--- src/sv/cidr_rbm_pkg.sv ---
// Shared types and codes for the CIDR range table block.
package cidr_rbm_pkg;

    // Item modes.
    typedef enum logic [1:0] {
        MODE_CLEAR  = 2'd0,
        MODE_INSERT = 2'd1,
        MODE_LOOKUP = 2'd2,
        MODE_NONE   = 2'd3
    } t_mode;

    // Result status codes.
    typedef enum logic [1:0] {
        ST_OK      = 2'd0,
        ST_INVALID = 2'd1,
        ST_DUP     = 2'd2,
        ST_FULL    = 2'd3
    } t_status;

    // Sequencer states.
    typedef enum logic [1:0] {
        S_IDLE   = 2'd0,
        S_SCAN   = 2'd1,
        S_FINISH = 2'd2
    } t_state;

    // One stored range, inclusive bounds.
    typedef struct packed {
        logic [31:0] hi;
        logic [31:0] lo;
    } t_range;

    // Outcome of comparing the current item against one stored range.
    typedef struct packed {
        logic eq;
        logic in_rng;
    } t_cmp_res;

    localparam int unsigned ADDR_W  = 32;
    localparam int unsigned PLEN_W  = 6;
    localparam int unsigned COUNT_W = 9;
    localparam logic [PLEN_W-1:0] PLEN_MAX = 6'd32;

endpackage

--- src/sv/cidr_rbm_cmp.sv ---
// Shared compare unit: matches the current item against one stored range.
module cidr_rbm_cmp
    import cidr_rbm_pkg::*;
(
    input  t_range   i_key,
    input  t_range   i_entry,
    output t_cmp_res o_res
);

    // Exact match of both bounds for duplicate detection on insert.
    assign o_res.eq = (i_key.lo == i_entry.lo) && (i_key.hi == i_entry.hi);

    // Inclusive containment of the query address, held in the key's low bound.
    assign o_res.in_rng = (i_key.lo >= i_entry.lo) && (i_key.lo <= i_entry.hi);

endmodule

--- config.mk ---
export PLATFORM = sky130hd
export DESIGN_NAME = cidr_rbm_cmp
export DESIGN_NICKNAME = d
export VERILOG_FILES = /design/src/sv/cidr_rbm_pkg.sv /design/src/sv/cidr_rbm_cmp.sv
export SDC_FILE = /design/constraint.sdc
export NUM_CORES = 1
export LEC_CHECK = 0
export BUFFER_PORTS_ARGS = -buffer_cell sky130_fd_sc_hd__buf_2
export CORE_ASPECT_RATIO = 0.75
export CORE_UTILIZATION = 48
export DETAILED_ROUTE_END_ITERATION = 16
export PLACE_DENSITY_LB_ADDON = 0.25
export SLEW_MARGIN = 30
export SYNTH_ARGS = -nofsm -noshare
export SYNTH_HDL_FRONTEND = slang
export SYNTH_SLANG_ARGS = --single-unit
--- constraint.sdc ---
create_clock -name vclk -period 3.6
set_input_delay 0.72 -clock vclk [all_inputs]
set_output_delay 0.72 -clock vclk [all_outputs]
set_load 0.02 [all_outputs]
==> run metrics <==
worst path required time 2.88 ns; RSZ-0062 raised after global routing no; Syn Nets 462; Met2 Wirelength 2.54 mm; ant diodes 0; clock buf count 0; # fillers 353; Setup TNS Final 0 ns; hold path depth 5; Post-CTS Setup Inserts 0; Tmin final 3.18 ns; P&R area growth vs syn 36.6%; Least-Margin Pin Slew 0.451 ns; CP most frequent cell buf_2; Site Rows 19; routed vias/inst 5.03; min-delay worst type input port to output port; top cells by count, synth ha_1, inv_1, a21oi_1, xor2_1, nand4_1; Rel. slew slack 0.697; Mapped Area 0.00196 mm2; final hold viol count 0; IO Count 130; post-synth cell types 30; grt total ovfl 0; DP HPWL 5.17 mm; number of global-route vias before repair 2,216; Max Freq 0.314 GHz; Vert. Die Dim 57.3 um; critical path peak fanout 3; CP arrival 2.46 ns; nets@finish 594; drt pass-1 iters 4; first-pass GRT wire length 8.78 mm; Sequential Area 0 um2; final wirelength 5.43 mm; final setup fails 0; Lkg Pwr 1.64 nW; Die Area 0.00434 mm2; Core ar. 0.00378 mm2; CTS resizes 0; worst path cell trace buf_2, inv_1, ha_1, nand4_1, nor4_1, a21boi_0, a211o_1, a21o_1, a32oi_1, buf_2; DR iter-0 viols 58; GRT Overall Usage 0.256; P per Cell Area 106 mW/mm2; largest cells by area after synthesis ha_1, inv_1, xor2_1, a21oi_1, nand4_1; status completed; hold bufs inserted after CTS 0; Die W 75.7 um; Max VDD drop 61.8 uV; cells after synthesis 270; largest area contributor in the netlist ha_1; Starting Density 0.518; peak per-stage delay on the critical path 0.40 ns; Synth Warn # 0; Hold Path End o_res[1]; DR WL/cell 12.0 um; met1 WL 2.48 mm; Worst Setup Start Kind input port; Final Max Slew Viols 0; routability cong. 0.880; synthesized area per cell 7.25 um2; Vias 2,274; met3 routed WL 376 um; Top Layer Used met4; CP endpoint kind output port; period utilisation layout 0.884; CP max stage cell nor4_1; largest net degree at the start of global routing 4; Residual DRC 0; share of cells above drive strength 1 0.338; hold path start i_key[44]; remaining antenna violation count 0; MaxCap Viol Count 0; Seq/Total Area, Yosys 0; sequential cell count 0; Synth top area share 0.409; Port Buffers 130; Hold WS 1.90 ns; initial antenna violation count 0; CP Class input port to output port
## per-stage QoR
| stage | area (um2) | power, W | worst slack (ns) | std cells | utilization |
|---|---|---|---|---|---|
| 6_report | 2670 | 0.000284 | 0.418 | 452 | 0.707 |
| 5_1_grt | 2670 | 0.000326 | 0.285 | 452 | 0.707 |
| 2_1_floorplan | 1960 | 0.000154 | 0.692 | 270 | - |
| 3_5_place_dp | 2670 | 0.000282 | 0.488 | 452 | 0.707 |
| 3_3_place_gp | 2670 | 0.000273 | 0.464 | 452 | 0.707 |
| 4_1_cts | 2670 | 0.000284 | 0.478 | 452 | 0.707 |
## report_power, final
group / switching (W) / internal (W) / total (W)
Clock: 0 / 0 / 0
Sequential: 0 / 0 / 0
Combinational: 0.000143 / 0.000140 / 0.000284
Total: 0.000143 / 0.000140 / 0.000284
## kinds of logic (layout without fill, tap and decap cells)
kind of cell	Yosys count	in the layout	share of synthesized area
compound gates	50	50	0.157
xor+xnor	32	32	0.143
fa+ha+maj	64	64	0.409
buf+inv	64	194	0.123
simple gates	60	60	0.168
## cell type report
cell class / instances / area (um2) / area share
timing repair buffer: 130 / 651 / 0.243
inverter: 64 / 240 / 0.0899
tap: 52 / 65.1 / 0.0243
multi-input combinational: 206 / 1720 / 0.642
## critical path, delay by kind of cell
kind                       cells  cell delay, ns
AOI/OAI and AO/OA              4            0.56
buffers and inverters          3            0.32
adders and majority gates      1            0.30
and+or+nand+nor                2            0.55
## layer usage
metal / track usage / up-vias
li1: - / 1202
met1: 0.338 / 971
met2: 0.476 / 97
met3: 0.00883 / 4
met4: 0.0238 / 0
met5: 0 / -
## cells in the final DEF (no fill, tap or decap), drive strengths merged, types with 2 or more instances in the layout
cell / instances
inv: 64
ha: 64
a21o: 3
nand3: 7
nand4: 16
buf: 130
a211oi: 3
nor2b: 2
a211o: 2
nand2: 14
xor2: 23
a21oi: 24
nor3: 2
o21ai: 10
nor4: 10
xnor2: 9
nor2: 6
## how the worst max path moves through the flow
stage	slack, ns	depth (start not counted)	end	from
5_1_grt	0.28	10	o_res[0]	i_entry[42]
2_1_floorplan	0.69	8	o_res[0]	i_entry[39]
4_1_cts	0.48	10	o_res[0]	i_entry[43]
6_report	0.42	10	o_res[0]	i_entry[43]
3_5_place_dp	0.49	10	o_res[0]	i_entry[43]
3_3_place_gp	0.46	10	o_res[0]	i_entry[43]
Power figures use the tool's default switching activity.
